File: src/design/bb3_pkg.sv
`timescale 1ns / 1ps
// Shared types and constants for the 3x3 box blur unit.
// No dependencies; imported by the top level, front end, queue and back end.
package bb3_pkg;

  localparam int PIX_W  = 8;
  localparam int CFG_W  = 11;
  localparam int CFG_IDX_W = 2;
  localparam int COL_SUM_W = 10;   // three pixels
  localparam int SUM_W  = 12;      // nine pixels

  // floor(s / 9) == (s * 7282) >> 16 for every s up to 9 * 255
  localparam int RECIP_W     = 13;
  localparam logic [RECIP_W-1:0] RECIP_NINE = 13'd7282;
  localparam int RECIP_SHIFT = 16;
  localparam int PROD_W      = SUM_W + RECIP_W;

  localparam int Q_DEPTH = 4;
  localparam int QAW     = $clog2(Q_DEPTH);
  localparam int QCW     = $clog2(Q_DEPTH + 1);

  localparam int unsigned SIZE_RESET = 512;

  localparam logic [CFG_IDX_W-1:0] REG_IMAGE_WIDTH  = 2'd0;
  localparam logic [CFG_IDX_W-1:0] REG_IMAGE_HEIGHT = 2'd1;

  localparam logic ACT_PIXEL = 1'b0;
  localparam logic ACT_DRAIN = 1'b1;

  typedef struct packed {
    logic             action;
    logic [PIX_W-1:0] pixel_in;
  } in_item_t;

  typedef struct packed {
    logic [PIX_W-1:0] pixel_out;
    logic             last_of_frame;
  } out_item_t;

  // one classified item waiting for the back end
  typedef struct packed {
    logic [SUM_W-1:0] data;      // nine-pixel sum, or center pixel on border
    logic             interior;
    logic             last;
  } bb3_entry_t;

  function automatic int unsigned clamp_size(int unsigned v, int unsigned hi);
    int unsigned r;
    r = v;
    if (v < 1) r = 1;
    else if (v > hi) r = hi;
    return r;
  endfunction

endpackage

File: src/design/bb3_queue.sv
`timescale 1ns / 1ps
// Short FIFO of classified items between front and back end.
// Depends on bb3_pkg.
module bb3_queue (
  input  logic                    clk,
  input  logic                    rst_n,
  input  logic                    push,
  input  bb3_pkg::bb3_entry_t     push_entry,
  input  logic                    pop,
  output logic                    head_valid,
  output bb3_pkg::bb3_entry_t     head,
  output logic [bb3_pkg::QCW-1:0] count
);
  import bb3_pkg::*;

  bb3_entry_t     slots_r [Q_DEPTH];
  logic [QAW-1:0] wr_ptr_r, rd_ptr_r;
  logic [QCW-1:0] count_r;

  always_ff @(posedge clk) begin
    if (!rst_n) begin
      wr_ptr_r <= '0;
      rd_ptr_r <= '0;
      count_r  <= '0;
    end else begin
      if (push) wr_ptr_r <= wr_ptr_r + 1'b1;
      if (pop)  rd_ptr_r <= rd_ptr_r + 1'b1;
      count_r <= count_r + QCW'(push) - QCW'(pop);
    end
  end

  always_ff @(posedge clk) begin
    if (push) begin
      slots_r[wr_ptr_r] <= push_entry;
    end
  end

  assign head_valid = (count_r != '0);
  assign head       = slots_r[rd_ptr_r];
  assign count      = count_r;

  a_no_underflow: assert property (@(posedge clk) disable iff (!rst_n)
    pop |-> head_valid)
    else $error("pop from empty queue");

  a_count_bound: assert property (@(posedge clk) disable iff (!rst_n)
    count_r <= QCW'(Q_DEPTH))
    else $error("queue count out of range");

endmodule

File: config.mk
export PLATFORM = sky130hd
export DESIGN_NAME = bb3_queue
export DESIGN_NICKNAME = d
export VERILOG_FILES = /design/src/design/bb3_pkg.sv /design/src/design/bb3_queue.sv
export SDC_FILE = /design/constraint.sdc
export NUM_CORES = 1
export LEC_CHECK = 0
export ABC_CLOCK_PERIOD_IN_PS = 2000
export BUFFER_PORTS_ARGS = -buffer_cell sky130_fd_sc_hd__buf_2
export CAP_MARGIN = 25
export CORE_MARGIN = 5
export CORE_UTILIZATION = 55
export CTS_CLUSTER_DIAMETER = 120
export CTS_CLUSTER_SIZE = 25
export DETAILED_ROUTE_END_ITERATION = 6
export PLACE_DENSITY = 0.77
export SLEW_MARGIN = 20
export SYNTH_ARGS = -nofsm -noshare
export SYNTH_HDL_FRONTEND = slang
export SYNTH_SLANG_ARGS = --single-unit
File: constraint.sdc
create_clock -name clk -period 2 [get_ports clk]
set_input_delay 0 -clock clk [delete_from_list [all_inputs] [get_ports clk]]
set_output_delay 0 -clock clk [all_outputs]
set_load 0.03 [all_outputs]
==> impl_metrics.csv, run 1 <==
group,metric,value,unit
setup_path,required,2250,ps
clocking,cts_buffers,9,
routing,num_vias,1240,
cells_and_area,syn_to_final_growth,21.7,%
routing,wl_per_cell,17.8,um
cells_and_area,fill_cells,276,
logic_synthesis,yosysWarningCount,0,
cells_and_area,drive_above_1_share,33.7,%
clocking,cts_setup_buffers,0,
cells_and_area,layout.area.seq,1860,um^2
place,dp_slack,169,ps
setup_path,path_max_fanout,3,
setup_path,slowest_stage,"fa_1",
setup_path,r2r_end,"count[2]",
setup_path,critPathTopFamily,"adder cells",
routing,dr.pass1.iters,4,
die,die_x,77.2,um
logic_synthesis,synth_top_area_share,67.6,%
cells_and_area,final_cell_mix,"56 x edfxtp_1, 35 x buf_2, 16 x dlygate4sd3_1",
logic_synthesis,syn-cell-area,2490,um^2
worst_hold_path,hold_path_class,"primary input to flip-flop",
clocking,clk_path_buf_depth,2,
pwr,p_total,2.96,mW
die,row_count,24,
logic_synthesis,yosysUniqueCellTypes,19,
die,core,4380,um^2
pwr,p_clk_share,29.2,%
logic_synthesis,ys_seq_area_share,74.9,%
global_routing,overflow,0,
pwr,p_leak,1.12,nW
setup_path,crit_path_start_kind,"flip-flop",
setup_path,rr_startpoint,"count[0]",
routing,via_per_inst,5.32,
clocking,cts.sinks,65,
setup_path,path_cells,"inv_1 -> ha_1 -> inv_1 -> ha_1 -> fa_1 -> xor3_1 -> nor2_1",
status,status,"completed",
sta,fin_tns_setup,0,ps
global_routing,grt_max_degree,15,
sta,worst_pin_slew,753,ps
global_routing,grt_pass1_vias,1354,
setup_path,ff2ff_path_depth,7,
pwr,switching_share,25.6,%
worst_hold_path,min_to,"wr_ptr_r[1]",
routing,wl,4.15,mm
setup_path,rrSetupSlack,170,ps
cells_and_area,layout_commonest_cell,"edfxtp_1",
die,start_util,56.7,%
worst_hold_path,hold_path_depth,3,
setup_path,cp.arrival,2090,ps
sta,rsz0062_at_grt,"false",
routing,route.detailed.drc,0,
clocking,cts_tree,"yes",
logic_synthesis,yosysTopAreaCell,"edfxtp_1",
run,cap_viol_max_count,0,
global_routing,grt_pass1_wl,6.83,mm
setup_path,critical_path_class,"flip-flop to flip-flop",
logic_synthesis,syn_avg_cell_area,21.6,um^2
sta,slew_headroom,49.8,%
clocking,htreeDepth,3,
place,routabilityCongestion,0.664,
worst_hold_path,worstHoldStart,"push",
clocking,insertion_delay,320,ps
pwr,ir_worst_vdd,0.635,mV
logic_synthesis,postSynthCellCount,115,
pwr,p_int,2.20,mW
routing,drt_iter0_drc,88,
sta,finalMaxSlewViolations,0,
place,io_buffers,35,
setup_path,cp-end-kind,"flip-flop",
sta,setup_violations,0,
global_routing,antenna_found_initial,0,
sta,fin_ws,168,ps
sta,hold_viol,0,
die,ioPinCount,36,
cells_and_area,fin_util,69.0,%
clocking,cts_root_buf,"clkbuf_8",
sta,hold_ws,39.8,ps
place,dp_hpwl,2.79,mm
pwr,power_density,978,nW/um^2
die,die_h,77.2,um
die,dieArea,5960,um^2
pwr,p_sw,0.758,mW
sta,max_freq,0.546,GHz
logic_synthesis,synth_fp_nets,140,
cells_and_area,antennaDiodeCount,0,
setup_path,slowest_delay,400,ps
global_routing,grt_use_total,15.4,%
setup_path,worst-path-buf-inv,2,
pwr,p_seq_share,53.8,%
pwr,p_comb_share,17.0,%
logic_synthesis,synth_seq_cells,65,
clocking,path_clk_slew,60,ps
sta,min_period,1830,ps
routing,final_antenna_net_count,0,
cells_and_area,fin_nets,202,
logic_synthesis,synthTopCellsByArea,"edfxtp_1 68%, mux4_2 9.1%, dfxtp_1 7.2%",
cells_and_area,multi_input_area,562,um^2
sta,final.period_utilization,91.6,%
sta,clock-skew-final,5.55,ps
[final cells by class]
type | instances | area share, %
well taps | 52 | 2.15
multi-input cells | 40 | 18.6
clock inverters | 4 | 0.703
repair buffers | 54 | 11.8
inverters | 7 | 0.868
clock buffers | 11 | 4.34
flip-flops and latches | 65 | 61.5
[worst min-delay path: cells and delay by family]
kind	cells	cell delay, ps
buf+inv	1	150
mux	1	90
simple gates	1	70
[power by group through the flow]
| stage | Sequential, mW | Clock, mW | Combinational [mW] |
|---|---|---|---|
| detailed placement | 1.62 | 0 | 0.487 |
| finish | 1.59 | 0.864 | 0.504 |
| global route | 1.60 | 0.951 | 0.540 |
| global placement | 1.61 | 0 | 0.464 |
| CTS | 1.59 | 0.891 | 0.515 |
| floorplan | 1.65 | 0 | 0.319 |
[per-stage QoR]
step	std cells	area [um^2]
detailed placement	202	2710
global placement	202	2710
CTS	233	3030
finish	233	3030
global route	233	3030
floorplan	115	2490
[layer usage]
metal,part of all wire [%],vias up,track usage (%)
met5,0,-,0
met4,1.1,0,5.15
met3,5.6,5,6.56
met2,52,32,24.7
met1,41,625,18.8
li1,-,578,-
[synthesized netlist by cell type (all sizes together)]
cell type  count
inv            7
mux4          14
nand3b         1
dfxtp          9
xor3           1
nor2           5
buf            3
or3            1
a21oi          1
xnor2          2
edfxtp        56
fa             1
and2           6
a21bo          1
mux2i          1
ha             6
[state kept, by name (all words and copies together) (netlist names), named ones only]
signal,count
count,3
rd_ptr_r,2
slots_r,56
wr_ptr_r,2
[logic make-up after synthesis]
group,count (synthesis),synth area share [%]
DFF,65,74.9
muxes,15,13.7
buffers and inverters,10,2.52
AOI/OAI and AO/OA,2,0.604
xor gates and xnor gates,3,1.66
and+or+nand+nor,13,2.82
adders and majority gates,7,3.82
[worst max-delay path by stage]
stage | from | end | slack, ps | cells after the start
after detailed placement | count[0] | count[2] | 170 | 7
final | count[0] | count[2] | 170 | 7
after CTS | count[0] | count[2] | 140 | 7
after global routing | count[0] | count[2] | 80 | 7
after floorplan | count[0] | count[2] | 100 | 7
after global placement | count[0] | count[2] | 310 | 7
[repair_timing]
| item | in CTS | in global routing |
|---|---|---|
| endpoints found under the hold margin | 59 | 0 |
| resized for setup | 0 | 0 |
| hold buffers | 16 | 0 |
Power figures use the tool's default switching activity.
==> inputs of run 2 (changes only) <==
--- a/config.mk
+++ b/config.mk
@@ -7,13 +7,14 @@
 export LEC_CHECK = 0
 export ABC_CLOCK_PERIOD_IN_PS = 2000
 export BUFFER_PORTS_ARGS = -buffer_cell sky130_fd_sc_hd__buf_2
-export CAP_MARGIN = 25
+export CAP_MARGIN = 20
 export CORE_MARGIN = 5
 export CORE_UTILIZATION = 55
 export CTS_CLUSTER_DIAMETER = 120
 export CTS_CLUSTER_SIZE = 25
 export DETAILED_ROUTE_END_ITERATION = 6
-export PLACE_DENSITY = 0.77
+export PLACE_DENSITY_LB_ADDON = 0.1
+export SKIP_LAST_GASP = 1
 export SLEW_MARGIN = 20
 export SYNTH_ARGS = -nofsm -noshare
 export SYNTH_HDL_FRONTEND = slang
==> run 2 against run 1 <==
  * Highest routed layer unchanged
  * Critical path type unchanged
  * Sequential share of layout area is 1.1 points lower
  * Maximum frequency is 3.9% higher
  * Register-to-register slack better by 70 ps
==> impl_metrics.csv, run 2 (synthesis results as in run 1) <==
group,metric,value,unit
setup_path,critical_path_class,"flip-flop to flip-flop",
setup_path,r2r_end,"count[2]",
cells_and_area,antennaDiodeCount,0,
pwr,power_density,1010,nW/um^2
routing,num_vias,1224,
clocking,cts_buffers,9,
setup_path,cp-end-kind,"flip-flop",
sta,clock-skew-final,6.74,ps
run,cap_viol_max_count,0,
status,status,"completed",
sta,rsz0062_at_grt,"false",
routing,drt_iter0_drc,86,
pwr,ir_worst_vdd,0.695,mV
setup_path,crit_path_start_kind,"flip-flop",
cells_and_area,layout_commonest_cell,"edfxtp_1",
global_routing,grt_use_total,15.5,%
setup_path,cp.arrival,2030,ps
cells_and_area,syn_to_final_growth,24.0,%
place,io_buffers,35,
setup_path,crit_end,"count[2]",
sta,max_freq,0.567,GHz
clocking,clk_path_buf_depth,2,
setup_path,required,2270,ps
sta,setup_violations,0,
global_routing,overflow,0,
routing,via_per_inst,5.19,
worst_hold_path,hold_path_class,"primary input to flip-flop",
cells_and_area,final_cell_mix,"56 x edfxtp_1, 35 x buf_2, 17 x dlygate4sd3_1",
cells_and_area,largest_register,"slots_r",
setup_path,rr_startpoint,"count[0]",
routing,final_antenna_net_count,0,
sta,final.period_utilization,88.1,%
cells_and_area,fin_nets,204,
clocking,ctsHoldBuffers,17,
die,dieArea,5960,um^2
setup_path,ff2ff_path_depth,7,
sta,fin_tns_setup,0,ps
setup_path,rrSetupSlack,240,ps
clocking,path_clk_slew,60,ps
clocking,cts.sinks,65,
clocking,cts_root_buf,"clkbuf_8",
routing,wl,4.17,mm
die,die_h,77.2,um
die,row_count,24,
clocking,cts_tree,"yes",
place,routabilityCongestion,0.642,
die,die_x,77.2,um
sta,finalMaxSlewViolations,0,
worst_hold_path,worstHoldStart,"push_entry[11]",
clocking,insertion_delay,330,ps
die,core,4380,um^2
place,dp_hpwl,2.69,mm
clocking,cts_setup_buffers,0,
clocking,cts_resized,0,
global_routing,grt_pass1_wl,6.87,mm
routing,dr.pass1.iters,4,
sta,min_period,1760,ps
sta,hold_ws,422,ps
setup_path,crit_start,"count[0]",
global_routing,grt_pass1_vias,1378,
cells_and_area,drive_above_1_share,33.7,%
die,ioPinCount,36,
pwr,p_leak,1.15,nW
sta,hold_viol,0,
global_routing,grt_max_degree,15,
routing,route.detailed.drc,0,
pwr,p_total,3.12,mW
routing,wl_per_cell,17.7,um
sta,worst_pin_slew,762,ps
clocking,htreeDepth,3,
global_routing,antenna_found_initial,0,
die,start_util,56.7,%
cells_and_area,largest_register_ffs,56,
sta,slew_headroom,49.2,%
cells_and_area,fill_cells,297,
setup_path,path_max_fanout,3,
-- run 2: changes by cell type in the layout (fill, tap and decap cells not counted) --
cell and delta:
clkbuf_1 +1, dlygate4sd3_1 +1, buf_12 +1, bufinv_16 +1
clkinvlp_4 -1
-- run 2: worst max-delay path: stages (launching register included) --
cell,delay (ps)
dfxtp_1,340
inv_1,50
ha_1,270
inv_1,40
ha_1,180
fa_1,390
xor3_1,360
nor2_1,80
-- run 2: worst min-delay path by stage --
stage          slack, ps              to  cells past startpoint
2_1_floorplan        100   slots_r[0][0]                      0
3_3_place_gp         210   slots_r[0][9]                      1
3_5_place_dp         220   slots_r[0][5]                      1
4_1_cts              400  slots_r[1][12]                      2
5_1_grt              430   slots_r[1][8]                      2
6_report             420  slots_r[2][11]                      2
-- run 2: cell type report --
cell class	instances	area, um^2	area share [%]
flip-flops and latches	65	1860	60.4
clock buffers	12	135	4.38
inverters	7	26.3	0.853
multi-input cells	40	562	18.2
clock inverters	4	43.8	1.42
well taps	52	65.1	2.11
repair buffers	56	388	12.6
-- run 2: report_power, final --
part | switching (mW) | internal, mW | total [mW]
Sequential | 0.0380 | 1.56 | 1.60
Clock | 0.450 | 0.569 | 1.02
Combinational | 0.288 | 0.214 | 0.502
-- run 2: per-layer routing --
layer  vias up  track usage [%]  wire (um)
li1        578                -          -
met5         -                0          0
met3         5             4.68        155
met2        23             25.3       2220
met1       618             18.5       1740
met4         0             8.25         55
-- run 2: per-stage QoR --
stage	setup WS, ps	instances	util (%)	instance area, um^2
after global routing	163	236	70.3	3080
after global placement	323	203	62.3	2730
after CTS	212	236	70.3	3080
final	237	236	70.3	3080
after detailed placement	243	203	62.3	2730
after floorplan	103	115	-	2490
