$ cat src/design/bb3_pkg.sv
`timescale 1ns / 1ps
// Shared types and constants for the 3x3 box blur unit.
// No dependencies; imported by the top level, front end, queue and back end.
package bb3_pkg;

  localparam int PIX_W  = 8;
  localparam int CFG_W  = 11;
  localparam int CFG_IDX_W = 2;
  localparam int COL_SUM_W = 10;   // three pixels
  localparam int SUM_W  = 12;      // nine pixels

  // floor(s / 9) == (s * 7282) >> 16 for every s up to 9 * 255
  localparam int RECIP_W     = 13;
  localparam logic [RECIP_W-1:0] RECIP_NINE = 13'd7282;
  localparam int RECIP_SHIFT = 16;
  localparam int PROD_W      = SUM_W + RECIP_W;

  localparam int Q_DEPTH = 4;
  localparam int QAW     = $clog2(Q_DEPTH);
  localparam int QCW     = $clog2(Q_DEPTH + 1);

  localparam int unsigned SIZE_RESET = 512;

  localparam logic [CFG_IDX_W-1:0] REG_IMAGE_WIDTH  = 2'd0;
  localparam logic [CFG_IDX_W-1:0] REG_IMAGE_HEIGHT = 2'd1;

  localparam logic ACT_PIXEL = 1'b0;
  localparam logic ACT_DRAIN = 1'b1;

  typedef struct packed {
    logic             action;
    logic [PIX_W-1:0] pixel_in;
  } in_item_t;

  typedef struct packed {
    logic [PIX_W-1:0] pixel_out;
    logic             last_of_frame;
  } out_item_t;

  // one classified item waiting for the back end
  typedef struct packed {
    logic [SUM_W-1:0] data;      // nine-pixel sum, or center pixel on border
    logic             interior;
    logic             last;
  } bb3_entry_t;

  function automatic int unsigned clamp_size(int unsigned v, int unsigned hi);
    int unsigned r;
    r = v;
    if (v < 1) r = 1;
    else if (v > hi) r = hi;
    return r;
  endfunction

endpackage

$ cat src/design/bb3_back.sv
`timescale 1ns / 1ps
// Back end: interior divide-by-nine via reciprocal multiply, output register, handshake.
// Depends on bb3_pkg.
module bb3_back (
  input  logic                 clk,
  input  logic                 rst_n,
  input  logic                 head_valid,
  input  bb3_pkg::bb3_entry_t  head,
  output logic                 pop,
  output logic                 out_valid,
  input  logic                 out_stall,
  output bb3_pkg::out_item_t   out_data
);
  import bb3_pkg::*;

  logic              out_valid_r;
  out_item_t         out_data_r;
  logic [PROD_W-1:0] prod;
  logic [PIX_W-1:0]  value;

  assign pop   = head_valid && (!out_valid_r || !out_stall);
  assign prod  = PROD_W'(head.data) * PROD_W'(RECIP_NINE);
  assign value = head.interior ? prod[RECIP_SHIFT +: PIX_W] : head.data[PIX_W-1:0];

  always_ff @(posedge clk) begin
    if (!rst_n) begin
      out_valid_r <= 1'b0;
    end else if (pop) begin
      out_valid_r <= 1'b1;
    end else if (!out_stall) begin
      out_valid_r <= 1'b0;
    end
  end

  always_ff @(posedge clk) begin
    if (pop) begin
      out_data_r.pixel_out     <= value;
      out_data_r.last_of_frame <= head.last;
    end
  end

  assign out_valid = out_valid_r;
  assign out_data  = out_data_r;

endmodule
$ cat config.mk
export PLATFORM = sky130hd
export DESIGN_NAME = bb3_back
export DESIGN_NICKNAME = d
export VERILOG_FILES = /design/src/design/bb3_pkg.sv /design/src/design/bb3_back.sv
export SDC_FILE = /design/constraint.sdc
export NUM_CORES = 1
export LEC_CHECK = 0
export BUFFER_PORTS_ARGS = -buffer_cell sky130_fd_sc_hd__buf_2
export CORE_ASPECT_RATIO = 0.6
export CORE_MARGIN = 3
export CORE_UTILIZATION = 28
export DETAILED_ROUTE_END_ITERATION = 10
export PLACE_DENSITY = 0.58
export SLEW_MARGIN = 40
export SYNTH_ARGS = -nofsm -noshare
export SYNTH_HDL_FRONTEND = slang
export SYNTH_SLANG_ARGS = --single-unit
export TNS_END_PERCENT = 50
$ cat constraint.sdc
create_clock -name clk -period 4.85 [get_ports clk]
set_clock_uncertainty 0.2 [all_clocks]
set_input_delay 0.2425 -clock clk [delete_from_list [all_inputs] [get_ports clk]]
set_output_delay 0.2425 -clock clk [all_outputs]
set_load 0.03 [all_outputs]
==> results of run 1 <==
[cells in the final DEF (no fill, tap or decap), types with 2 or more instances in the layout]
| cell | instances |
|---|---|
| sky130_fd_sc_hd__ha_1 | 61 |
| sky130_fd_sc_hd__inv_1 | 58 |
| sky130_fd_sc_hd__buf_4 | 35 |
| sky130_fd_sc_hd__fa_1 | 29 |
| sky130_fd_sc_hd__buf_2 | 25 |
| sky130_fd_sc_hd__a21oi_1 | 11 |
| sky130_fd_sc_hd__xnor2_1 | 9 |
| sky130_fd_sc_hd__edfxtp_1 | 9 |
| sky130_fd_sc_hd__nand2_1 | 8 |
| sky130_fd_sc_hd__inv_2 | 7 |
| sky130_fd_sc_hd__nor2_1 | 7 |
| sky130_fd_sc_hd__nand4_1 | 6 |
| sky130_fd_sc_hd__mux2i_1 | 5 |
| sky130_fd_sc_hd__nand3_1 | 4 |
| sky130_fd_sc_hd__o21ai_1 | 4 |
| sky130_fd_sc_hd__ha_4 | 4 |
| sky130_fd_sc_hd__xor2_1 | 3 |
| sky130_fd_sc_hd__o21bai_1 | 3 |
| sky130_fd_sc_hd__clkbuf_16 | 3 |
| sky130_fd_sc_hd__inv_4 | 2 |
| sky130_fd_sc_hd__o21ai_0 | 2 |
| sky130_fd_sc_hd__or3_1 | 2 |
| sky130_fd_sc_hd__a211oi_1 | 2 |
| sky130_fd_sc_hd__a2111oi_2 | 2 |
| sky130_fd_sc_hd__nor3_1 | 2 |
| sky130_fd_sc_hd__o221ai_1 | 2 |
[sequential cells by signal, indices dropped and copies added (netlist names)]
| register | flops |
|---|---|
| out_valid | 1 |
| out_data | 9 |
[stage by stage]
step / instances / setup TNS, ps / setup WS, ps
final: 440 / 0 / 142
after global routing: 440 / -12.7 / -12.7
after CTS: 439 / 0 / 2.13
after detailed placement: 434 / -1090 / -246
after global placement: 434 / -842 / -187
after floorplan: 264 / 0 / 104
[final cells by class]
class,count,area (sq um),area share
Clock buffer,3,75.1,0.0229
Clock inverter,1,3.75,0.00115
Sequential cell,10,290,0.0887
Inverter,67,256,0.0784
Tap cell,112,140,0.0428
Timing Repair Buffer,61,398,0.122
Multi-Input combinational cell,186,2110,0.644
[worst reg2reg max path, stage by stage (launching register included)]
cell                       delay, ps
sky130_fd_sc_hd__dfxtp_1         310
sky130_fd_sc_hd__a21boi_0        160
sky130_fd_sc_hd__buf_4           210
[repair_timing]
action                                 CTS  global route
setup buffers                            0             1
hold buffers                             1             0
setup endpoints to repair                1             8
resized for setup                        1            26
endpoints found under the hold margin    1             0
pin swaps                                0            14
[final timing paths]
path | endpoint | slack [ps] | cells past startpoint
hold / removal | out_valid$_SDFFE_PN0P_ | 30 | 2
setup / recovery | out_data[8]$_DFFE_PP_ | 140 | 20
setup reg to reg | out_data[3]$_DFFE_PP_ | 3660 | 2
hold reg to reg | out_valid$_SDFFE_PN0P_ | 330 | 2
[cells by family (layout without fill, tap and decap cells)]
logic type	count (synthesis)	after routing
xor gates and xnor gates	12	12
AOI/OAI and AO/OA	37	37
muxes	8	8
buffers and inverters	68	132
and+or+nand+nor	34	34
adders and majority gates	95	95
DFF	10	10
[layer usage]
layer	track usage	up-vias	part of all wire
met4	0.00622	0	0
li1	-	1014	-
met5	0	-	0
met3	0.0312	0	0.11
met2	0.193	102	0.37
met1	0.228	959	0.52
[power by group]
| group | switching (uW) | internal, uW |
|---|---|---|
| combinational | 964 | 723 |
| clock | 42.2 | 108 |
| sequential | 7.68 | 145 |
| total | 1010 | 976 |
==> impl_metrics.prom, run 1 <==
# TYPE chip_impl_metric gauge
chip_impl_metric{name="critPathRequiredTime",unit="ps"} 4640
chip_impl_info{name="cp_cell_sequence",value="buf_4 > inv_2 > fa_1 > inv_2 > ha_4 > inv_2 > fa_1 > inv_2 > fa_1 > inv_2 > fa_1 > inv_1 > ha_2 > a211oi_2 > nor2_2 > o41ai_2 > buf_4 > o211ai_2 > xnor2_1 > mux2_4"} 1
chip_impl_metric{name="drt_wl_total",unit="mm"} 6.79
chip_impl_metric{name="drv_cap",unit=""} 0
chip_impl_metric{name="ant_nets",unit=""} 0
chip_impl_metric{name="timing_worst_slew_pin_value",unit="ps"} 430
chip_impl_info{name="synth_top_cells_by_area",value="sky130_fd_sc_hd__ha_1 32%, sky130_fd_sc_hd__fa_1 22%, sky130_fd_sc_hd__edfxtp_1 10%"} 1
chip_impl_info{name="setup.worst_path.class",value="input pin to flop"} 1
chip_impl_metric{name="insertion_delay",unit="ps"} 240
chip_impl_info{name="worst_r2r_startpoint",value="out_valid$_SDFFE_PN0P_"} 1
chip_impl_metric{name="finalHoldWorstSlack",unit="ps"} 26.0
chip_impl_metric{name="grt_remaining_overflow",unit=""} 0
chip_impl_metric{name="post_synth_instance_area",unit="sq um"} 2590
chip_impl_metric{name="power_density",unit="nW/um^2"} 608
chip_impl_metric{name="gp_congestion",unit=""} 0.906
chip_impl_metric{name="crit_path_max_incr_delay",unit="ps"} 550
chip_impl_metric{name="synth-adder-area-share",unit=""} 0.543
chip_impl_metric{name="routed_via_density",unit=""} 4.72
chip_impl_info{name="cp-startpoint",value="head[5]"} 1
chip_impl_metric{name="antenna_cells",unit=""} 0
chip_impl_metric{name="power",unit="uW"} 1990
chip_impl_metric{name="grt_pass1_vias",unit=""} 2163
chip_impl_metric{name="synth_compound_gate_area_share",unit=""} 0.106
chip_impl_metric{name="post_route_drc",unit=""} 0
chip_impl_info{name="crit_path_frequent_cell",value="sky130_fd_sc_hd__inv_2"} 1
chip_impl_info{name="yosys-top-cells-count",value="67 x sky130_fd_sc_hd__inv_1, 66 x sky130_fd_sc_hd__ha_1, 29 x sky130_fd_sc_hd__fa_1, 11 x sky130_fd_sc_hd__a21oi_1"} 1
chip_impl_metric{name="irDropWorstVdd",unit="uV"} 244
chip_impl_metric{name="route.vias.total",unit=""} 2075
chip_impl_metric{name="fp.dieArea",unit="sq um"} 10500
chip_impl_metric{name="final_area",unit="sq um"} 3270
chip_impl_metric{name="clk_path_buf_depth",unit=""} 2
chip_impl_info{name="status",value="finished, final reports clean"} 1
chip_impl_metric{name="timing.final.max_slew_violations",unit=""} 0
chip_impl_metric{name="initial_utilization",unit=""} 0.296
chip_impl_metric{name="track_usage",unit=""} 0.141
chip_impl_info{name="dominant_combinational_cell_family_by_area_after_synthesis",value="adder cells"} 1
chip_impl_metric{name="synth_cell_type_count",unit=""} 39
chip_impl_info{name="synth.largest_area_cell",value="sky130_fd_sc_hd__ha_1"} 1
chip_impl_metric{name="synth_largest_type_area_fraction",unit=""} 0.319
chip_impl_info{name="synthMostInstantiatedCell",value="sky130_fd_sc_hd__inv_1"} 1
chip_impl_metric{name="critPathArrivalTime",unit="ps"} 4490
chip_impl_metric{name="die-width",unit="microns"} 130
chip_impl_metric{name="hold_viol",unit=""} 0
chip_impl_metric{name="grt_pass1_wl",unit="mm"} 11.4
chip_impl_metric{name="finalWorstPathRequiredPeriod",unit="ps"} 4710
chip_impl_metric{name="total_leakage_power",unit="uW"} 0.00171
chip_impl_info{name="worstSetupEndpointType",value="flop"} 1
chip_impl_info{name="critical_path.slowest_cell",value="sky130_fd_sc_hd__fa_1"} 1
chip_impl_metric{name="synth-xor-area-share",unit=""} 0.0406
chip_impl_metric{name="worst-path-max-fanout",unit=""} 2
chip_impl_metric{name="synthMuxAreaShare",unit=""} 0.0324
chip_impl_metric{name="setup_viol",unit=""} 0
chip_impl_metric{name="final_layout_size_suffix_gt1_frac",unit=""} 0.268
chip_impl_info{name="min-delay-start",value="rst_n"} 1
chip_impl_metric{name="placed_cell_areas",unit="sq um"} 3090
chip_impl_metric{name="clock_sinks",unit=""} 10
chip_impl_metric{name="finalCritPeriodShare",unit=""} 0.971
chip_impl_metric{name="port-buffer-count",unit=""} 28
chip_impl_metric{name="pin_count",unit=""} 29
chip_impl_metric{name="fin_nets",unit=""} 442
chip_impl_metric{name="seq_area_frac_synth",unit=""} 0.112
chip_impl_metric{name="maximum_level_of_the_cts_h_tree",unit=""} 1
chip_impl_info{name="crit_family",value="adder cells"} 1
chip_impl_metric{name="syn_area_per_cell",unit="sq um"} 9.81
chip_impl_metric{name="synth_edf_count",unit=""} 9
chip_impl_metric{name="wl_per_cell",unit="microns"} 15.4
chip_impl_metric{name="cp_num_buf_inv",unit=""} 8
chip_impl_metric{name="fp-row-count",unit=""} 26
chip_impl_metric{name="synth-seq-cells",unit=""} 10
chip_impl_metric{name="place_hpwl",unit="mm"} 6.11
chip_impl_metric{name="floorplan.die.height",unit="microns"} 80.5
chip_impl_metric{name="dr.pass1.iters",unit=""} 4
chip_impl_metric{name="drtIter0Drc",unit=""} 112
chip_impl_info{name="crit_path_start_kind",value="input pin"} 1
chip_impl_metric{name="synth_fp_nets",unit=""} 377
chip_impl_metric{name="area_delta_synth_final",unit="%"} 26.4
chip_impl_metric{name="final_util",unit=""} 0.374
chip_impl_metric{name="numCtsBuffers",unit=""} 3
chip_impl_metric{name="yosysWarningCount",unit=""} 0
chip_impl_info{name="cts_tree",value="built"} 1
chip_impl_metric{name="clock.fmax",unit="MHz"} 212
chip_impl_metric{name="antenna_found_initial",unit=""} 0
chip_impl_metric{name="layout.filler_cells",unit=""} 881
chip_impl_metric{name="synth_simple_gate_area_frac",unit=""} 0.0638
chip_impl_metric{name="clk_transition_reported_paths",unit="ps"} 40
chip_impl_metric{name="async_flop_share",unit=""} 0
chip_impl_metric{name="fp.coreArea",unit="sq um"} 8750
chip_impl_info{name="clock_tree_root_driver_cell",value="sky130_fd_sc_hd__clkbuf_16"} 1
chip_impl_metric{name="largest_net_degree_at_the_start_of_global_routing",unit=""} 12
chip_impl_metric{name="relSlewSlack",unit=""} 0.711
chip_impl_info{name="worst_hold_path_type",value="input pin to flop"} 1
chip_impl_info{name="dominantRegCellSynth",value="sky130_fd_sc_hd__edfxtp_1"} 1
chip_impl_metric{name="netlist_instances",unit=""} 264
Power figures use the tool's default switching activity.
==> run 2, diff against run 1 <==
- PLACE_DENSITY: 0.58 -> not set
==> impl_metrics.prom, run 2 (synthesis results as in run 1) <==
# TYPE chip_impl_metric gauge
chip_impl_info{name="status",value="finished, final reports clean"} 1
chip_impl_metric{name="fp.dieArea",unit="sq um"} 10500
chip_impl_info{name="worst_hold_path_type",value="input pin to flop"} 1
chip_impl_metric{name="timing_worst_slew_pin_value",unit="ps"} 378
chip_impl_metric{name="maximum_level_of_the_cts_h_tree",unit=""} 1
chip_impl_metric{name="dr.pass1.iters",unit=""} 4
chip_impl_metric{name="drv_cap",unit=""} 0
chip_impl_metric{name="post_cts.repair.setup_buffers",unit=""} 0
chip_impl_metric{name="worst-path-max-fanout",unit=""} 4
chip_impl_metric{name="place_hpwl",unit="mm"} 6.05
chip_impl_metric{name="power",unit="uW"} 2110
chip_impl_metric{name="timing.final.max_slew_violations",unit=""} 0
chip_impl_info{name="layout_common_cells",value="63 x sky130_fd_sc_hd__inv_1, 62 x sky130_fd_sc_hd__ha_1, 30 x sky130_fd_sc_hd__buf_4"} 1
chip_impl_metric{name="relSlewSlack",unit=""} 0.748
chip_impl_metric{name="critPathRequiredTime",unit="ps"} 4630
chip_impl_metric{name="dr_wl_met2",unit="mm"} 2.52
chip_impl_metric{name="drtIter0Drc",unit=""} 112
chip_impl_metric{name="placed_cell_areas",unit="sq um"} 3080
chip_impl_metric{name="clk_path_buf_depth",unit=""} 2
chip_impl_metric{name="route.vias.total",unit=""} 2087
chip_impl_metric{name="routed_via_density",unit=""} 4.76
chip_impl_metric{name="antenna_cells",unit=""} 0
chip_impl_metric{name="irDropWorstVdd",unit="uV"} 229
chip_impl_metric{name="track_usage",unit=""} 0.130
chip_impl_metric{name="pin_count",unit=""} 29
chip_impl_metric{name="die-width",unit="microns"} 130
chip_impl_metric{name="grt_remaining_overflow",unit=""} 0
chip_impl_metric{name="port-buffer-count",unit=""} 28
chip_impl_metric{name="gp_congestion",unit=""} 0.928
chip_impl_metric{name="critPathArrivalTime",unit="ps"} 4520
chip_impl_info{name="highest_layer",value="met3"} 1
chip_impl_metric{name="total_leakage_power",unit="uW"} 0.00171
chip_impl_metric{name="m1WireLength",unit="mm"} 3.95
chip_impl_metric{name="power_density",unit="nW/um^2"} 640
chip_impl_metric{name="final_area",unit="sq um"} 3300
chip_impl_metric{name="fp.coreArea",unit="sq um"} 8750
chip_impl_metric{name="fin_nets",unit=""} 440
chip_impl_metric{name="area_occupied_by_multi_input_gates",unit="sq um"} 2160
chip_impl_metric{name="clk_transition_reported_paths",unit="ps"} 40
chip_impl_metric{name="largest_net_degree_at_the_start_of_global_routing",unit=""} 12
chip_impl_info{name="commonest_non_fill_non_tap_cell_in_the_layout",value="sky130_fd_sc_hd__inv_1"} 1
chip_impl_metric{name="initial_utilization",unit=""} 0.296
chip_impl_metric{name="layout.area.seq",unit="sq um"} 290
chip_impl_metric{name="post_route_drc",unit=""} 0
chip_impl_metric{name="area_delta_synth_final",unit="%"} 27.5
chip_impl_metric{name="clock_sinks",unit=""} 10
chip_impl_metric{name="wl_met3",unit="microns"} 413
chip_impl_metric{name="setup_ws",unit="ps"} 114
chip_impl_metric{name="grt_pass1_wl",unit="mm"} 10.6
chip_impl_metric{name="finalWorstPathRequiredPeriod",unit="ps"} 4740
chip_impl_metric{name="hold_viol",unit=""} 0
chip_impl_metric{name="antenna_found_initial",unit=""} 0
chip_impl_metric{name="numCtsBuffers",unit=""} 3
chip_impl_metric{name="setup_viol",unit=""} 0
chip_impl_metric{name="finalCritPeriodShare",unit=""} 0.976
chip_impl_metric{name="ant_nets",unit=""} 0
chip_impl_info{name="cts_tree",value="built"} 1
chip_impl_metric{name="grt_pass1_vias",unit=""} 2004
chip_impl_metric{name="insertion_delay",unit="ps"} 240
chip_impl_info{name="crit_path_start_kind",value="input pin"} 1
chip_impl_info{name="worstSetupEndpointType",value="flop"} 1
chip_impl_info{name="setup.worst_path.class",value="input pin to flop"} 1
chip_impl_metric{name="largest_register_ffs",unit=""} 9
chip_impl_metric{name="fp-row-count",unit=""} 26
chip_impl_metric{name="placement.setup.worst_slack",unit="ps"} -272
chip_impl_metric{name="clock.fmax",unit="MHz"} 211
chip_impl_metric{name="floorplan.die.height",unit="microns"} 80.5
chip_impl_info{name="clock_tree_root_driver_cell",value="sky130_fd_sc_hd__clkbuf_16"} 1
chip_impl_metric{name="layout.filler_cells",unit=""} 869
chip_impl_metric{name="drt_wl_total",unit="mm"} 6.88
chip_impl_metric{name="final_layout_size_suffix_gt1_frac",unit=""} 0.261
chip_impl_metric{name="wl_per_cell",unit="microns"} 15.7
run 2: changes by cell type in the layout (fill, tap and decap cells not counted), moves of 2 or more:
cell                        delta
sky130_fd_sc_hd__inv_1         +5
sky130_fd_sc_hd__a2111oi_2     -2
sky130_fd_sc_hd__buf_4         -5
sky130_fd_sc_hd__inv_4         -2
sky130_fd_sc_hd__o21ai_2       +2
sky130_fd_sc_hd__o21ai_1       -3
sky130_fd_sc_hd__inv_2         -3
sky130_fd_sc_hd__buf_2         +3
sky130_fd_sc_hd__a2111oi_4     +2
run 2: what timing repair did:
| action | 4_1_cts | 5_1_grt |
|---|---|---|
| setup endpoints to repair | 2 | 7 |
| pin swaps | 2 | 8 |
| resized for setup | 0 | 22 |
| endpoints found under the hold margin | 1 | 0 |
| hold buffers | 1 | 0 |
run 2: final cells by class:
cell class / instances / area share
inverter: 67 / 0.0762
multi-input combinational: 186 / 0.656
clock buffer: 3 / 0.0227
timing repair buffer: 59 / 0.114
clock inverter: 1 / 0.00114
sequential: 10 / 0.0879
tap: 112 / 0.0425
run 2: path summary, 6_finish.rpt:
path,from,to,slack [ps],cells past startpoint
max,head[9],out_data[1]$_DFFE_PP_,110,19
min,rst_n,out_valid$_SDFFE_PN0P_,20,2
max reg2reg,out_valid$_SDFFE_PN0P_,out_data[2]$_DFFE_PP_,3670,2
min reg2reg,out_valid$_SDFFE_PN0P_,out_valid$_SDFFE_PN0P_,330,2
run 2: power by group:
part           total [uW]  switching (uW)  internal, uW  leakage, uW
registers             150            5.61           145    0.0000956
clock network         146            38.0           108    0.0000385
logic                1820            1050           772      0.00158
run 2: worst max-delay path: stages:
cell and delay, ps:
sky130_fd_sc_hd__buf_2 110, sky130_fd_sc_hd__inv_2 70, sky130_fd_sc_hd__fa_1 540, sky130_fd_sc_hd__inv_1 70
sky130_fd_sc_hd__ha_4 260, sky130_fd_sc_hd__inv_1 50, sky130_fd_sc_hd__fa_1 540, sky130_fd_sc_hd__inv_1 60
sky130_fd_sc_hd__fa_1 510, sky130_fd_sc_hd__inv_1 60, sky130_fd_sc_hd__fa_1 520, sky130_fd_sc_hd__inv_1 60
sky130_fd_sc_hd__ha_4 260, sky130_fd_sc_hd__a21oi_2 190, sky130_fd_sc_hd__o21ai_2 110, sky130_fd_sc_hd__a311oi_2 290
sky130_fd_sc_hd__o21bai_1 130, sky130_fd_sc_hd__xnor2_1 170, sky130_fd_sc_hd__mux2_2 270
run 2: per-layer routing:
| layer | track usage | vias to the layer above |
|---|---|---|
| met5 | 0 | - |
| met4 | 0.00622 | 0 |
| met3 | 0.0213 | 0 |
| met2 | 0.166 | 57 |
| met1 | 0.226 | 1014 |
| li1 | - | 1016 |
run 2: through the flow:
stage | hold slack (ps) | instances | TNS (ps) | util
floorplan | 141 | 264 | 0 | -
global placement | 232 | 433 | -669 | 0.352
detailed placement | 224 | 433 | -1020 | 0.352
CTS | 17.4 | 438 | 0 | 0.362
global route | 33.5 | 438 | -8.70 | 0.377
finish | 15.5 | 438 | 0 | 0.377
